**config.mk**
```make
export PLATFORM = sky130hd
export DESIGN_NAME = hysteresis_pump_controller_core_flat
export DESIGN_NICKNAME = d
export VERILOG_FILES = /design/src/hw/rtl/hpc_pkg.sv /design/src/hw/rtl/hpc_if.sv /design/src/hw/rtl/hysteresis_pump_controller_core.sv /design/src/flat_wrapper.sv
export SDC_FILE = /design/constraint.sdc
export NUM_CORES = 1
export LEC_CHECK = 0
export BUFFER_PORTS_ARGS = -buffer_cell sky130_fd_sc_hd__buf_2
export CAP_MARGIN = 20
export CORE_MARGIN = 2
export CORE_UTILIZATION = 45
export DETAILED_ROUTE_END_ITERATION = 12
export PLACE_DENSITY = 0.66
export SYNTH_ARGS = -nofsm -noshare
export SYNTH_HDL_FRONTEND = slang
export SYNTH_SLANG_ARGS = --single-unit
```
**constraint.sdc**
```tcl
create_clock -name clock -period 6.1 [get_ports clock]
set_input_delay 0.915 -clock clock [delete_from_list [all_inputs] [get_ports clock]]
set_output_delay 0.915 -clock clock [all_outputs]
set_load 0.01 [all_outputs]
```
**src/hw/rtl/hpc_pkg.sv**
```systemverilog
`timescale 1ns / 1ps
`default_nettype none
// ----------------------------------------------------------------------------
// hpc_pkg
// Shared types and constants of the hysteresis pump controller.
// ----------------------------------------------------------------------------
package hpc_pkg;

   localparam int PCT_W   = 7;
   localparam int EPOCH_W = 48;
   localparam int RTM_W   = 32;
   localparam int CMD_W   = 2;
   localparam int EV_W    = 2;
   localparam int CSR_AW  = 3;
   localparam int CSR_DW  = 32;

   localparam logic [PCT_W-1:0] PCT_FULL = 7'd100;

   // command codes
   localparam logic [CMD_W-1:0] CMD_SAMPLE     = 2'd0;
   localparam logic [CMD_W-1:0] CMD_REMOTE_ON  = 2'd1;
   localparam logic [CMD_W-1:0] CMD_REMOTE_OFF = 2'd2;

   // event codes
   localparam logic [EV_W-1:0] EV_NONE         = 2'd0;
   localparam logic [EV_W-1:0] EV_AUTO_START   = 2'd1;
   localparam logic [EV_W-1:0] EV_REMOTE_START = 2'd2;
   localparam logic [EV_W-1:0] EV_STOP         = 2'd3;

   // register indexes
   localparam logic [CSR_AW-1:0] REG_ON_THRESHOLD  = 3'd0;
   localparam logic [CSR_AW-1:0] REG_OFF_THRESHOLD = 3'd1;
   localparam logic [CSR_AW-1:0] REG_MAX_RUNTIME   = 3'd2;
   localparam logic [CSR_AW-1:0] REG_SENSOR_MIN    = 3'd3;
   localparam logic [CSR_AW-1:0] REG_SENSOR_MAX    = 3'd4;
   localparam logic [CSR_AW-1:0] REG_DRY_POINT     = 3'd5;
   localparam logic [CSR_AW-1:0] REG_WET_POINT     = 3'd6;

   // register reset values
   localparam logic [PCT_W-1:0] RST_ON_THRESHOLD  = 7'd30;
   localparam logic [PCT_W-1:0] RST_OFF_THRESHOLD = 7'd70;
   localparam logic [RTM_W-1:0] RST_MAX_RUNTIME   = 32'd60000;
   localparam int               RST_SENSOR_MIN    = 200;
   localparam int               RST_SENSOR_MAX    = 4095;
   localparam int               RST_DRY_POINT     = 4095;
   localparam int               RST_WET_POINT     = 1612;

endpackage
`default_nettype wire

```
**src/hw/rtl/hpc_if.sv**
```systemverilog
`timescale 1ns / 1ps
`default_nettype none
// ----------------------------------------------------------------------------
// hpc channel interfaces
// Valid/ready channels for commands, results and register writes.
// ----------------------------------------------------------------------------
interface hpc_req_if #(
   parameter int ADC_BITS  = 12,
   parameter int TIME_BITS = 32
);
   logic                           valid;
   logic                           ready;
   logic [hpc_pkg::CMD_W-1:0]      command;
   logic [ADC_BITS-1:0]            adc_value;
   logic [TIME_BITS-1:0]           time_ms;
   logic [hpc_pkg::EPOCH_W-1:0]    epoch_ms;

   modport source (output valid, command, adc_value, time_ms, epoch_ms, input ready);
   modport sink   (input valid, command, adc_value, time_ms, epoch_ms, output ready);
endinterface

interface hpc_rsp_if;
   logic                           valid;
   logic                           ready;
   logic                           relay_level;
   logic                           pump_running;
   logic                           sensor_fault;
   logic [hpc_pkg::PCT_W-1:0]      moisture_pct;
   logic [hpc_pkg::EV_W-1:0]       event_kind;
   logic [hpc_pkg::PCT_W-1:0]      event_pct;
   logic [hpc_pkg::RTM_W-1:0]      run_duration_ms;
   logic [hpc_pkg::EPOCH_W-1:0]    start_epoch_out;

   modport source (output valid, relay_level, pump_running, sensor_fault, moisture_pct,
                   event_kind, event_pct, run_duration_ms, start_epoch_out, input ready);
   modport sink   (input valid, relay_level, pump_running, sensor_fault, moisture_pct,
                   event_kind, event_pct, run_duration_ms, start_epoch_out, output ready);
endinterface

interface hpc_csr_if;
   logic                           valid;
   logic                           ready;
   logic [hpc_pkg::CSR_AW-1:0]     index;
   logic [hpc_pkg::CSR_DW-1:0]     data;

   modport source (output valid, index, data, input ready);
   modport sink   (input valid, index, data, output ready);
endinterface
`default_nettype wire

```
**src/hw/rtl/hysteresis_pump_controller_core.sv**
```systemverilog
`timescale 1ns / 1ps
`default_nettype none
// ----------------------------------------------------------------------------
// hysteresis_pump_controller_core
// Moisture-driven pump control with hysteresis, runtime limit and remote override.
// ----------------------------------------------------------------------------
// A moisture sample word goes from acceptance to its result word through latching,
// forming the scaled numerator and the calibration span, an overflow check and
// seven restoring-division steps on a single shared subtract/compare unit
// (one quotient bit per cycle), and a decision that waits for a free result
// register. Remote on/off words skip the divider and go straight to the decision.
// The block takes one word at a time; req_bus.ready is high only while it is idle,
// and a finished result waits in the output register while the next word is taken in.
// Register writes are always accepted and are meant for idle periods only.
module hysteresis_pump_controller_core #(
   parameter int ADC_BITS  = 12,
   parameter int TIME_BITS = 32
) (
   input  wire logic  clock,
   input  wire logic  reset,
   hpc_req_if.sink    req_bus,
   hpc_rsp_if.source  rsp_bus,
   hpc_csr_if.sink    csr_bus
);

   localparam int NUM_W = ADC_BITS + hpc_pkg::PCT_W;
   localparam int QW    = hpc_pkg::PCT_W;
   localparam int SW    = $clog2(QW);

   typedef enum logic [2:0] {
      ST_IDLE,
      ST_LOAD,
      ST_CHECK,
      ST_STEP,
      ST_DECIDE
   } state_type;

   // configuration registers
   logic [hpc_pkg::PCT_W-1:0]   on_thr_ff;
   logic [hpc_pkg::PCT_W-1:0]   off_thr_ff;
   logic [hpc_pkg::RTM_W-1:0]   max_rt_ff;
   logic [ADC_BITS-1:0]         smin_ff;
   logic [ADC_BITS-1:0]         smax_ff;
   logic [ADC_BITS-1:0]         dry_ff;
   logic [ADC_BITS-1:0]         wet_ff;

   // latched command word
   logic [hpc_pkg::CMD_W-1:0]   cmd_ff;
   logic [ADC_BITS-1:0]         adc_ff;
   logic [TIME_BITS-1:0]        now_ff;
   logic [hpc_pkg::EPOCH_W-1:0] epoch_ff;

   // divider
   state_type                   state_ff;
   logic [NUM_W-1:0]            rem_ff;
   logic [NUM_W-1:0]            dsor_ff;
   logic [QW-1:0]               quo_ff;
   logic [SW-1:0]               step_ff;
   logic                        ovf_ff;
   logic                        neg_ff;
   logic                        span_zero_ff;

   // controller state
   logic                        pump_ff;
   logic                        fault_ff;
   logic [TIME_BITS-1:0]        start_ms_ff;
   logic [hpc_pkg::EPOCH_W-1:0] start_ep_ff;
   logic [hpc_pkg::PCT_W-1:0]   last_pct_ff;

   // result register
   logic                        rsp_valid_ff;
   logic                        rsp_pump_ff;
   logic                        rsp_fault_ff;
   logic [hpc_pkg::PCT_W-1:0]   rsp_pct_ff;
   logic [hpc_pkg::EV_W-1:0]    rsp_ev_ff;
   logic [hpc_pkg::PCT_W-1:0]   rsp_ev_pct_ff;
   logic [hpc_pkg::RTM_W-1:0]   rsp_dur_ff;
   logic [hpc_pkg::EPOCH_W-1:0] rsp_ep_ff;

   // ---------------------------------------------------------------- config
   assign csr_bus.ready = 1'b1;

   always_ff @(posedge clock) begin
      if (reset) begin
         on_thr_ff  <= hpc_pkg::RST_ON_THRESHOLD;
         off_thr_ff <= hpc_pkg::RST_OFF_THRESHOLD;
         max_rt_ff  <= hpc_pkg::RST_MAX_RUNTIME;
         smin_ff    <= ADC_BITS'(hpc_pkg::RST_SENSOR_MIN);
         smax_ff    <= ADC_BITS'(hpc_pkg::RST_SENSOR_MAX);
         dry_ff     <= ADC_BITS'(hpc_pkg::RST_DRY_POINT);
         wet_ff     <= ADC_BITS'(hpc_pkg::RST_WET_POINT);
      end else if (csr_bus.valid) begin
         unique case (csr_bus.index)
            hpc_pkg::REG_ON_THRESHOLD:  on_thr_ff  <= csr_bus.data[hpc_pkg::PCT_W-1:0];
            hpc_pkg::REG_OFF_THRESHOLD: off_thr_ff <= csr_bus.data[hpc_pkg::PCT_W-1:0];
            hpc_pkg::REG_MAX_RUNTIME:   max_rt_ff  <= csr_bus.data;
            hpc_pkg::REG_SENSOR_MIN:    smin_ff    <= csr_bus.data[ADC_BITS-1:0];
            hpc_pkg::REG_SENSOR_MAX:    smax_ff    <= csr_bus.data[ADC_BITS-1:0];
            hpc_pkg::REG_DRY_POINT:     dry_ff     <= csr_bus.data[ADC_BITS-1:0];
            hpc_pkg::REG_WET_POINT:     wet_ff     <= csr_bus.data[ADC_BITS-1:0];
            default: ;
         endcase
      end
   end

   // ------------------------------------------------------- numerator/span
   logic [ADC_BITS:0]   diff_s;
   logic [ADC_BITS:0]   span_s;
   logic [ADC_BITS-1:0] diff_abs;
   logic [ADC_BITS-1:0] span_abs;
   logic [NUM_W-1:0]    diff_ext;
   logic [NUM_W-1:0]    num_abs;

   always_comb begin
      diff_s   = {1'b0, dry_ff} - {1'b0, adc_ff};
      span_s   = {1'b0, dry_ff} - {1'b0, wet_ff};
      diff_abs = diff_s[ADC_BITS] ? ADC_BITS'(-diff_s) : diff_s[ADC_BITS-1:0];
      span_abs = span_s[ADC_BITS] ? ADC_BITS'(-span_s) : span_s[ADC_BITS-1:0];
      diff_ext = NUM_W'(diff_abs);
      // times 100 as 64 + 32 + 4
      num_abs  = (diff_ext << 6) + (diff_ext << 5) + (diff_ext << 2);
   end

   // shared subtract/compare unit
   logic [NUM_W:0] sub_w;
   logic           sub_ge;

   assign sub_w  = {1'b0, rem_ff} - {1'b0, dsor_ff};
   assign sub_ge = ~sub_w[NUM_W];

   // ------------------------------------------------------------- decision
   logic [hpc_pkg::PCT_W-1:0]   pct_w;
   logic [TIME_BITS-1:0]        elapsed_w;
   logic                        fault_in_w;
   logic                        want_w;
   logic                        pump_in;
   logic                        fault_in;
   logic [TIME_BITS-1:0]        start_ms_in;
   logic [hpc_pkg::EPOCH_W-1:0] start_ep_in;
   logic [hpc_pkg::PCT_W-1:0]   last_pct_in;
   logic [hpc_pkg::EV_W-1:0]    ev_in;
   logic [hpc_pkg::PCT_W-1:0]   ev_pct_in;
   logic [hpc_pkg::RTM_W-1:0]   dur_in;
   logic [hpc_pkg::EPOCH_W-1:0] ev_ep_in;

   always_comb begin
      priority if (span_zero_ff)
         pct_w = (adc_ff < dry_ff) ? hpc_pkg::PCT_FULL : '0;
      else if (neg_ff)
         pct_w = '0;
      else if (ovf_ff || quo_ff > hpc_pkg::PCT_FULL)
         pct_w = hpc_pkg::PCT_FULL;
      else
         pct_w = quo_ff;

      elapsed_w   = now_ff - start_ms_ff;
      fault_in_w  = (adc_ff < smin_ff) || (adc_ff > smax_ff);
      want_w      = pump_ff;

      pump_in     = pump_ff;
      fault_in    = fault_ff;
      start_ms_in = start_ms_ff;
      start_ep_in = start_ep_ff;
      last_pct_in = last_pct_ff;
      ev_in       = hpc_pkg::EV_NONE;
      ev_pct_in   = '0;
      dur_in      = '0;
      ev_ep_in    = '0;

      unique case (cmd_ff)
         hpc_pkg::CMD_SAMPLE: begin
            last_pct_in = pct_w;
            if (fault_in_w) begin
               fault_in = 1'b1;
               if (pump_ff) begin
                  ev_in       = hpc_pkg::EV_STOP;
                  ev_pct_in   = pct_w;
                  dur_in      = hpc_pkg::RTM_W'(elapsed_w);
                  ev_ep_in    = start_ep_ff;
                  pump_in     = 1'b0;
                  start_ms_in = '0;
                  start_ep_in = '0;
               end
            end else begin
               fault_in = 1'b0;
               priority if (pct_w < on_thr_ff)
                  want_w = 1'b1;
               else if (pct_w >= off_thr_ff)
                  want_w = 1'b0;
               else
                  want_w = pump_ff;
               // runtime limit
               if (pump_ff && want_w && (hpc_pkg::RTM_W'(elapsed_w) > max_rt_ff))
                  want_w = 1'b0;
               if (want_w != pump_ff) begin
                  if (pump_ff) begin
                     if (start_ep_ff != '0) begin
                        ev_in     = hpc_pkg::EV_STOP;
                        ev_pct_in = pct_w;
                        dur_in    = hpc_pkg::RTM_W'(elapsed_w);
                        ev_ep_in  = start_ep_ff;
                     end
                     pump_in     = 1'b0;
                     start_ms_in = '0;
                     start_ep_in = '0;
                  end else begin
                     pump_in     = 1'b1;
                     start_ms_in = now_ff;
                     start_ep_in = epoch_ff;
                     ev_in       = hpc_pkg::EV_AUTO_START;
                     ev_pct_in   = pct_w;
                     ev_ep_in    = epoch_ff;
                  end
               end
            end
         end
         hpc_pkg::CMD_REMOTE_ON: begin
            pump_in     = 1'b1;
            start_ms_in = now_ff;
            start_ep_in = epoch_ff;
            ev_in       = hpc_pkg::EV_REMOTE_START;
            ev_pct_in   = last_pct_ff;
            ev_ep_in    = epoch_ff;
         end
         hpc_pkg::CMD_REMOTE_OFF: begin
            if (start_ep_ff != '0) begin
               ev_in     = hpc_pkg::EV_STOP;
               ev_pct_in = last_pct_ff;
               dur_in    = (start_ms_ff != '0) ? hpc_pkg::RTM_W'(elapsed_w) : '0;
               ev_ep_in  = start_ep_ff;
            end
            pump_in     = 1'b0;
            start_ms_in = '0;
            start_ep_in = '0;
         end
         default: ;
      endcase
   end

   // -------------------------------------------------------- sequencer
   logic rsp_free;

   assign rsp_free      = ~rsp_valid_ff | rsp_bus.ready;
   assign req_bus.ready = (state_ff == ST_IDLE);

   always_ff @(posedge clock) begin
      if (reset) begin
         state_ff     <= ST_IDLE;
         pump_ff      <= 1'b0;
         fault_ff     <= 1'b0;
         start_ms_ff  <= '0;
         start_ep_ff  <= '0;
         last_pct_ff  <= '0;
         rsp_valid_ff <= 1'b0;
      end else begin
         // the decision state refills the result register itself
         if (rsp_valid_ff && rsp_bus.ready && state_ff != ST_DECIDE)
            rsp_valid_ff <= 1'b0;

         unique case (state_ff)
            ST_IDLE: begin
               if (req_bus.valid) begin
                  cmd_ff   <= req_bus.command;
                  adc_ff   <= req_bus.adc_value;
                  now_ff   <= req_bus.time_ms;
                  epoch_ff <= req_bus.epoch_ms;
                  state_ff <= (req_bus.command == hpc_pkg::CMD_SAMPLE) ? ST_LOAD : ST_DECIDE;
               end
            end
            ST_LOAD: begin
               rem_ff       <= num_abs;
               dsor_ff      <= {span_abs, QW'(0)};
               neg_ff       <= diff_s[ADC_BITS] ^ span_s[ADC_BITS];
               span_zero_ff <= (span_s == '0);
               state_ff     <= ST_CHECK;
            end
            ST_CHECK: begin
               // quotient beyond seven bits saturates
               ovf_ff   <= sub_ge;
               quo_ff   <= '0;
               dsor_ff  <= dsor_ff >> 1;
               step_ff  <= SW'(QW - 1);
               state_ff <= ST_STEP;
            end
            ST_STEP: begin
               if (sub_ge)
                  rem_ff <= sub_w[NUM_W-1:0];
               quo_ff  <= {quo_ff[QW-2:0], sub_ge};
               dsor_ff <= dsor_ff >> 1;
               step_ff <= step_ff - 1'b1;
               if (step_ff == '0)
                  state_ff <= ST_DECIDE;
            end
            ST_DECIDE: begin
               if (rsp_free) begin
                  pump_ff       <= pump_in;
                  fault_ff      <= fault_in;
                  start_ms_ff   <= start_ms_in;
                  start_ep_ff   <= start_ep_in;
                  last_pct_ff   <= last_pct_in;
                  rsp_valid_ff  <= 1'b1;
                  rsp_pump_ff   <= pump_in;
                  rsp_fault_ff  <= fault_in;
                  rsp_pct_ff    <= last_pct_in;
                  rsp_ev_ff     <= ev_in;
                  rsp_ev_pct_ff <= ev_pct_in;
                  rsp_dur_ff    <= dur_in;
                  rsp_ep_ff     <= ev_ep_in;
                  state_ff      <= ST_IDLE;
               end
            end
            default: state_ff <= ST_IDLE;
         endcase
      end
   end

   assign rsp_bus.valid           = rsp_valid_ff;
   assign rsp_bus.relay_level     = ~rsp_pump_ff;
   assign rsp_bus.pump_running    = rsp_pump_ff;
   assign rsp_bus.sensor_fault    = rsp_fault_ff;
   assign rsp_bus.moisture_pct    = rsp_pct_ff;
   assign rsp_bus.event_kind      = rsp_ev_ff;
   assign rsp_bus.event_pct       = rsp_ev_pct_ff;
   assign rsp_bus.run_duration_ms = rsp_dur_ff;
   assign rsp_bus.start_epoch_out = rsp_ep_ff;

`ifndef ASSERT_OFF
   // a stopped pump keeps no run start
   a_idle_run_clear: assert property (@(posedge clock) disable iff (reset)
      !pump_ff |-> (start_ms_ff == '0 && start_ep_ff == '0))
      else $error("run start kept while pump stopped");

   // a stop event always leaves the pump off
   a_stop_off: assert property (@(posedge clock) disable iff (reset)
      (rsp_valid_ff && rsp_ev_ff == hpc_pkg::EV_STOP) |-> !rsp_pump_ff)
      else $error("stop event with pump running");

   // start events always leave the pump on
   a_start_on: assert property (@(posedge clock) disable iff (reset)
      (rsp_valid_ff && (rsp_ev_ff == hpc_pkg::EV_AUTO_START ||
                        rsp_ev_ff == hpc_pkg::EV_REMOTE_START)) |-> rsp_pump_ff)
      else $error("start event with pump stopped");

   // percent stays clamped
   a_pct_range: assert property (@(posedge clock) disable iff (reset)
      rsp_valid_ff |-> (rsp_pct_ff <= hpc_pkg::PCT_FULL && rsp_ev_pct_ff <= hpc_pkg::PCT_FULL))
      else $error("moisture percent out of range");

   // one word at a time
   a_busy_after_accept: assert property (@(posedge clock) disable iff (reset)
      (req_bus.valid && req_bus.ready) |=> !req_bus.ready)
      else $error("ready right after accept");
`endif

endmodule
`default_nettype wire
```
**src/flat_wrapper.sv**
```systemverilog
// flat-port wrapper written by rule: the top's interface ports become plain ports
module hysteresis_pump_controller_core_flat 
#(
   parameter int ADC_BITS  = 12,
   parameter int TIME_BITS = 32
)
  (clock, reset, req_bus_valid, req_bus_command, req_bus_adc_value, req_bus_time_ms, req_bus_epoch_ms, req_bus_ready, rsp_bus_valid, rsp_bus_relay_level, rsp_bus_pump_running, rsp_bus_sensor_fault, rsp_bus_moisture_pct, rsp_bus_event_kind, rsp_bus_event_pct, rsp_bus_run_duration_ms, rsp_bus_start_epoch_out, rsp_bus_ready, csr_bus_valid, csr_bus_index, csr_bus_data, csr_bus_ready);
  hpc_req_if #(.ADC_BITS(ADC_BITS), .TIME_BITS(TIME_BITS)) req_bus_i ();
  hpc_rsp_if rsp_bus_i ();
  hpc_csr_if csr_bus_i ();
  input  wire logic clock;
  input  wire logic reset;
  input wire logic [$bits(req_bus_i.valid)-1:0] req_bus_valid;
  input wire logic [$bits(req_bus_i.command)-1:0] req_bus_command;
  input wire logic [$bits(req_bus_i.adc_value)-1:0] req_bus_adc_value;
  input wire logic [$bits(req_bus_i.time_ms)-1:0] req_bus_time_ms;
  input wire logic [$bits(req_bus_i.epoch_ms)-1:0] req_bus_epoch_ms;
  output wire logic [$bits(req_bus_i.ready)-1:0] req_bus_ready;
  output wire logic [$bits(rsp_bus_i.valid)-1:0] rsp_bus_valid;
  output wire logic [$bits(rsp_bus_i.relay_level)-1:0] rsp_bus_relay_level;
  output wire logic [$bits(rsp_bus_i.pump_running)-1:0] rsp_bus_pump_running;
  output wire logic [$bits(rsp_bus_i.sensor_fault)-1:0] rsp_bus_sensor_fault;
  output wire logic [$bits(rsp_bus_i.moisture_pct)-1:0] rsp_bus_moisture_pct;
  output wire logic [$bits(rsp_bus_i.event_kind)-1:0] rsp_bus_event_kind;
  output wire logic [$bits(rsp_bus_i.event_pct)-1:0] rsp_bus_event_pct;
  output wire logic [$bits(rsp_bus_i.run_duration_ms)-1:0] rsp_bus_run_duration_ms;
  output wire logic [$bits(rsp_bus_i.start_epoch_out)-1:0] rsp_bus_start_epoch_out;
  input wire logic [$bits(rsp_bus_i.ready)-1:0] rsp_bus_ready;
  input wire logic [$bits(csr_bus_i.valid)-1:0] csr_bus_valid;
  input wire logic [$bits(csr_bus_i.index)-1:0] csr_bus_index;
  input wire logic [$bits(csr_bus_i.data)-1:0] csr_bus_data;
  output wire logic [$bits(csr_bus_i.ready)-1:0] csr_bus_ready;
  assign req_bus_i.valid = req_bus_valid;
  assign req_bus_i.command = req_bus_command;
  assign req_bus_i.adc_value = req_bus_adc_value;
  assign req_bus_i.time_ms = req_bus_time_ms;
  assign req_bus_i.epoch_ms = req_bus_epoch_ms;
  assign req_bus_ready = req_bus_i.ready;
  assign rsp_bus_valid = rsp_bus_i.valid;
  assign rsp_bus_relay_level = rsp_bus_i.relay_level;
  assign rsp_bus_pump_running = rsp_bus_i.pump_running;
  assign rsp_bus_sensor_fault = rsp_bus_i.sensor_fault;
  assign rsp_bus_moisture_pct = rsp_bus_i.moisture_pct;
  assign rsp_bus_event_kind = rsp_bus_i.event_kind;
  assign rsp_bus_event_pct = rsp_bus_i.event_pct;
  assign rsp_bus_run_duration_ms = rsp_bus_i.run_duration_ms;
  assign rsp_bus_start_epoch_out = rsp_bus_i.start_epoch_out;
  assign rsp_bus_i.ready = rsp_bus_ready;
  assign csr_bus_i.valid = csr_bus_valid;
  assign csr_bus_i.index = csr_bus_index;
  assign csr_bus_i.data = csr_bus_data;
  assign csr_bus_ready = csr_bus_i.ready;
  hysteresis_pump_controller_core #(.ADC_BITS(ADC_BITS), .TIME_BITS(TIME_BITS)) u_core (.clock(clock), .reset(reset), .req_bus(req_bus_i), .rsp_bus(rsp_bus_i), .csr_bus(csr_bus_i));
endmodule
```
==> impl_metrics.json <==
{
  "syn_inst": 2154,
  "reg2reg_from": "u_core.start_ms_ff[1]",
  "dieWidth_um": 227,
  "yosys.area_share.adder_pct": 10.5,
  "gp_congestion": 0.859,
  "drv_slew": 0,
  "drtIter0Drc": 1054,
  "ys_seq_area_share_pct": 49.5,
  "fin_cells": 3085,
  "synth-compound-area-share_pct": 17.8,
  "synth_simple_gate_area_share_pct": 13.0,
  "netlist_area_um2": 22300,
  "power.density_nw_per_um2": 319,
  "wl_um": 56300,
  "avgSynthCellArea_um2": 10.4,
  "yosysWarnings": 0,
  "max_freq_mhz": 175,
  "initial_core_util_pct": 45.6,
  "synth_most_common_cell": "edfxtp_1",
  "synth.ff_latch_count": 430,
  "grt_util_met2_pct": 35.2,
  "tns_ns": 0,
  "tightest_slew_ns": 1.06,
  "postRouteAntennaNets": 0,
  "grt_pass1_vias": 16500,
  "final_nets": 2692,
  "crit_path_start": "u_core.start_ms_ff[1]",
  "ctsRootBufferMaster": "clkbuf_16",
  "numCtsBuffers": 47,
  "synth_top_family_by_area": "compound AO/OA/AOI/OAI gates",
  "hold_violations": 0,
  "grtUsageTotal_pct": 21.6,
  "maxCapViolCount": 0,
  "synth_top_area_share_pct": 32.7,
  "crit_path_start_kind": "flip-flop",
  "grt_pass1_wl_um": 87800,
  "setup_ws_ns": 0.386,
  "dr_total_vias": 16900,
  "cts.sink_count": 430,
  "reg2reg_to": "u_core.rsp_bus.start_epoch_out[18]",
  "grt_max_degree": 93,
  "path_clk_slew_ns": 0.06,
  "rr_worst_depth": 20,
  "remaining_drc_errors": 0,
  "die_area_um2": 51400,
  "rrSetupSlack_ns": 0.39,
  "worstSetupEndpointType": "flip-flop",
  "synth_cell_types": 74,
  "mappedNetlistNets": 2468,
  "arrival_ns": 6.18,
  "die_h_um": 227,
  "wire_per_inst_um": 18.3,
  "yosys.area.top_type": "edfxtp_1",
  "finalSetupViolCount": 0,
  "port_buffers": 234,
  "synth_edf_count": 243,
  "cts.htree.levels": 2,
  "cts_hold_buf": 0,
  "grt_use_met3_pct": 3.05,
  "cts_tree": "built",
  "synth_area_leaders": "edfxtp_1, dfxtp_1, ha_1",
  "hpwl_um": 41200,
  "outcome": "completed",
  "ys.flop_type": "edfxtp_1",
  "worstHoldPathType": "reg -> reg",
  "antenna_found_initial": 6,
  "power_leakage_uw": 0.0104,
  "endpoint": "u_core.rsp_bus.start_epoch_out[18]",
  "period_minus_slack_ns": 5.71,
  "synthToLayoutAreaGrowth_pct": 15.0,
  "synth_xor_area_share_pct": 2.98,
  "drive_above_1_share_pct": 14.9,
  "min_from": "u_core.max_rt_ff[16]",
  "rows": 81,
  "ioPinCount": 236,
  "cts_max_path_buffers": 3,
  "vias_per_cell": 5.49,
  "grt_setup_unrepaired": "no",
  "gr-total-overflow": 0,
  "post-route-period-util_pct": 93.7,
  "critPathKind": "reg -> reg",
  "core-area_um2": 49000,
  "firstDrtPassIters": 5,
  "postSynth.asyncResetShare_pct": 0,
  "clock_latency_ns": 0.60,
  "grt_use_met1_pct": 29.4,
  "irDropWorstVdd_mv": 0.191,
  "skew_ns": 0.0174,
  "preCtsSetupSlack_ns": 0.308,
  "grt.busiest_layer": "met2",
  "holdWs_ns": 0.455,
  "synthMuxAreaShare_pct": 0.779,
  "relSlewSlack_pct": 29.1,
  "worstPathMaxFanout": 46,
  "crit_required_ns": 6.57,
  "total_power_uw": 8190,
  "synthTopCellsByCount": "edfxtp_1, nand2_1, inv_1, dfxtp_1, ha_1",
  "dp.cells": 2992
}
==> flip-flops by register name, indices dropped and copies added (netlist names), 7 cells and up <==
register,count
u_core.adc_ff,12
u_core.dry_ff,12
u_core.dsor_ff,19
u_core.epoch_ff,48
u_core.last_pct_ff,7
u_core.max_rt_ff,32
u_core.now_ff,32
u_core.off_thr_ff,7
u_core.on_thr_ff,7
u_core.quo_ff,7
u_core.rem_ff,19
u_core.rsp_bus.event_pct,7
u_core.rsp_bus.moisture_pct,7
u_core.rsp_bus.run_duration_ms,32
u_core.rsp_bus.start_epoch_out,48
u_core.smax_ff,12
u_core.smin_ff,12
u_core.start_ep_ff,48
u_core.start_ms_ff,32
u_core.wet_ff,12
==> through the flow <==
stage	area (um^2)	util, %
floorplan	22300	-
global placement	24100	49.2
detailed placement	24100	49.2
CTS	25600	52.3
global route	25700	52.4
finish	25700	52.4
==> timing repair <==
action                     CTS  global route
gates resized for setup      0             2
buffers inserted             0             0
setup endpoints to repair    0           100
==> where the power goes <==
group / internal (uW) / total [uW] / leakage (uW) / switching (uW)
clock: 1600 / 2820 / 0.000744 / 1220
combinational: 823 / 1980 / 0.00591 / 1150
sequential: 3310 / 3390 / 0.00378 / 84.9
total: 5730 / 8190 / 0.0104 / 2460
==> cell families (layout without fill, tap and decap cells) <==
family / count (synthesis) / in the layout
xor+xnor: 76 / 76
mux: 17 / 17
buf+inv: 277 / 539
compound gates: 562 / 562
other cells: 1 / 6
fa+ha+maj: 180 / 180
simple gates: 611 / 611
flops: 430 / 430
==> layout make-up <==
class / count / area (um^2)
Antenna cell: 5 / 12.5
Clock buffer: 63 / 1300
Clock inverter: 24 / 248
Fill cell: 4370 / 23300
Inverter: 197 / 739
Multi-Input combinational cell: 1447 / 10100
Sequential cell: 430 / 11000
Tap cell: 664 / 831
Timing Repair Buffer: 255 / 1360
==> placed cells by master (no fill, tap or decap), drive strengths merged, types with 13 or more instances in the layout <==
master  instances
nand4          20
nand2b         21
a21o           29
nor2          144
a211o          29
mux2i          14
clkinv         16
ha            167
nand3b         22
a211oi         25
o21ai          69
nor2b          34
nand3          31
a22o          126
nor4           27
edfxtp        243
xnor2          46
o31ai          20
dfxtp         187
nor3           32
fa             13
clkbuf         63
nand2         217
and3           20
or3            13
a21oi         150
inv           199
xor2           30
o21a           28
buf           255
==> critical path: stages, from the launching register on <==
cell	delay, ns
dfxtp_1	0.36
inv_1	0.09
ha_1	0.29
nor2b_1	0.15
o31ai_1	0.34
a21oi_1	0.22
a21oi_1	0.29
o21ai_0	0.18
a21o_1	0.21
a21oi_1	0.28
xnor2_1	0.21
ha_1	0.34
nand4_1	0.15
nor4_2	0.33
a21bo_2	0.28
and3_1	0.18
o31ai_2	0.50
o311ai_1	0.28
a21oi_4	0.20
buf_4	0.47
a22o_1	0.22
==> how the worst min path moves through the flow <==
stage                                end  slack [ns]  cells past startpoint
finish              u_core.max_rt_ff[16]        0.45                      2
global route         u_core.epoch_ff[25]        0.46                      1
CTS                   u_core.epoch_ff[5]        0.45                      1
detailed placement   u_core.max_rt_ff[1]        0.45                      2
global placement       u_core.smin_ff[1]        0.44                      2
floorplan              u_core.smin_ff[0]        0.43                      2
==> layer usage <==
metal / part of all wire [%] / up-vias / wire length [um]
li1: - / 8272 / -
met1: 45 / 8084 / 25600
met2: 46 / 468 / 26200
met3: 5.2 / 103 / 2940
met4: 2.8 / 2 / 1580
met5: 0.023 / - / 13
Note: power is estimated with default switching activity, not from simulation.
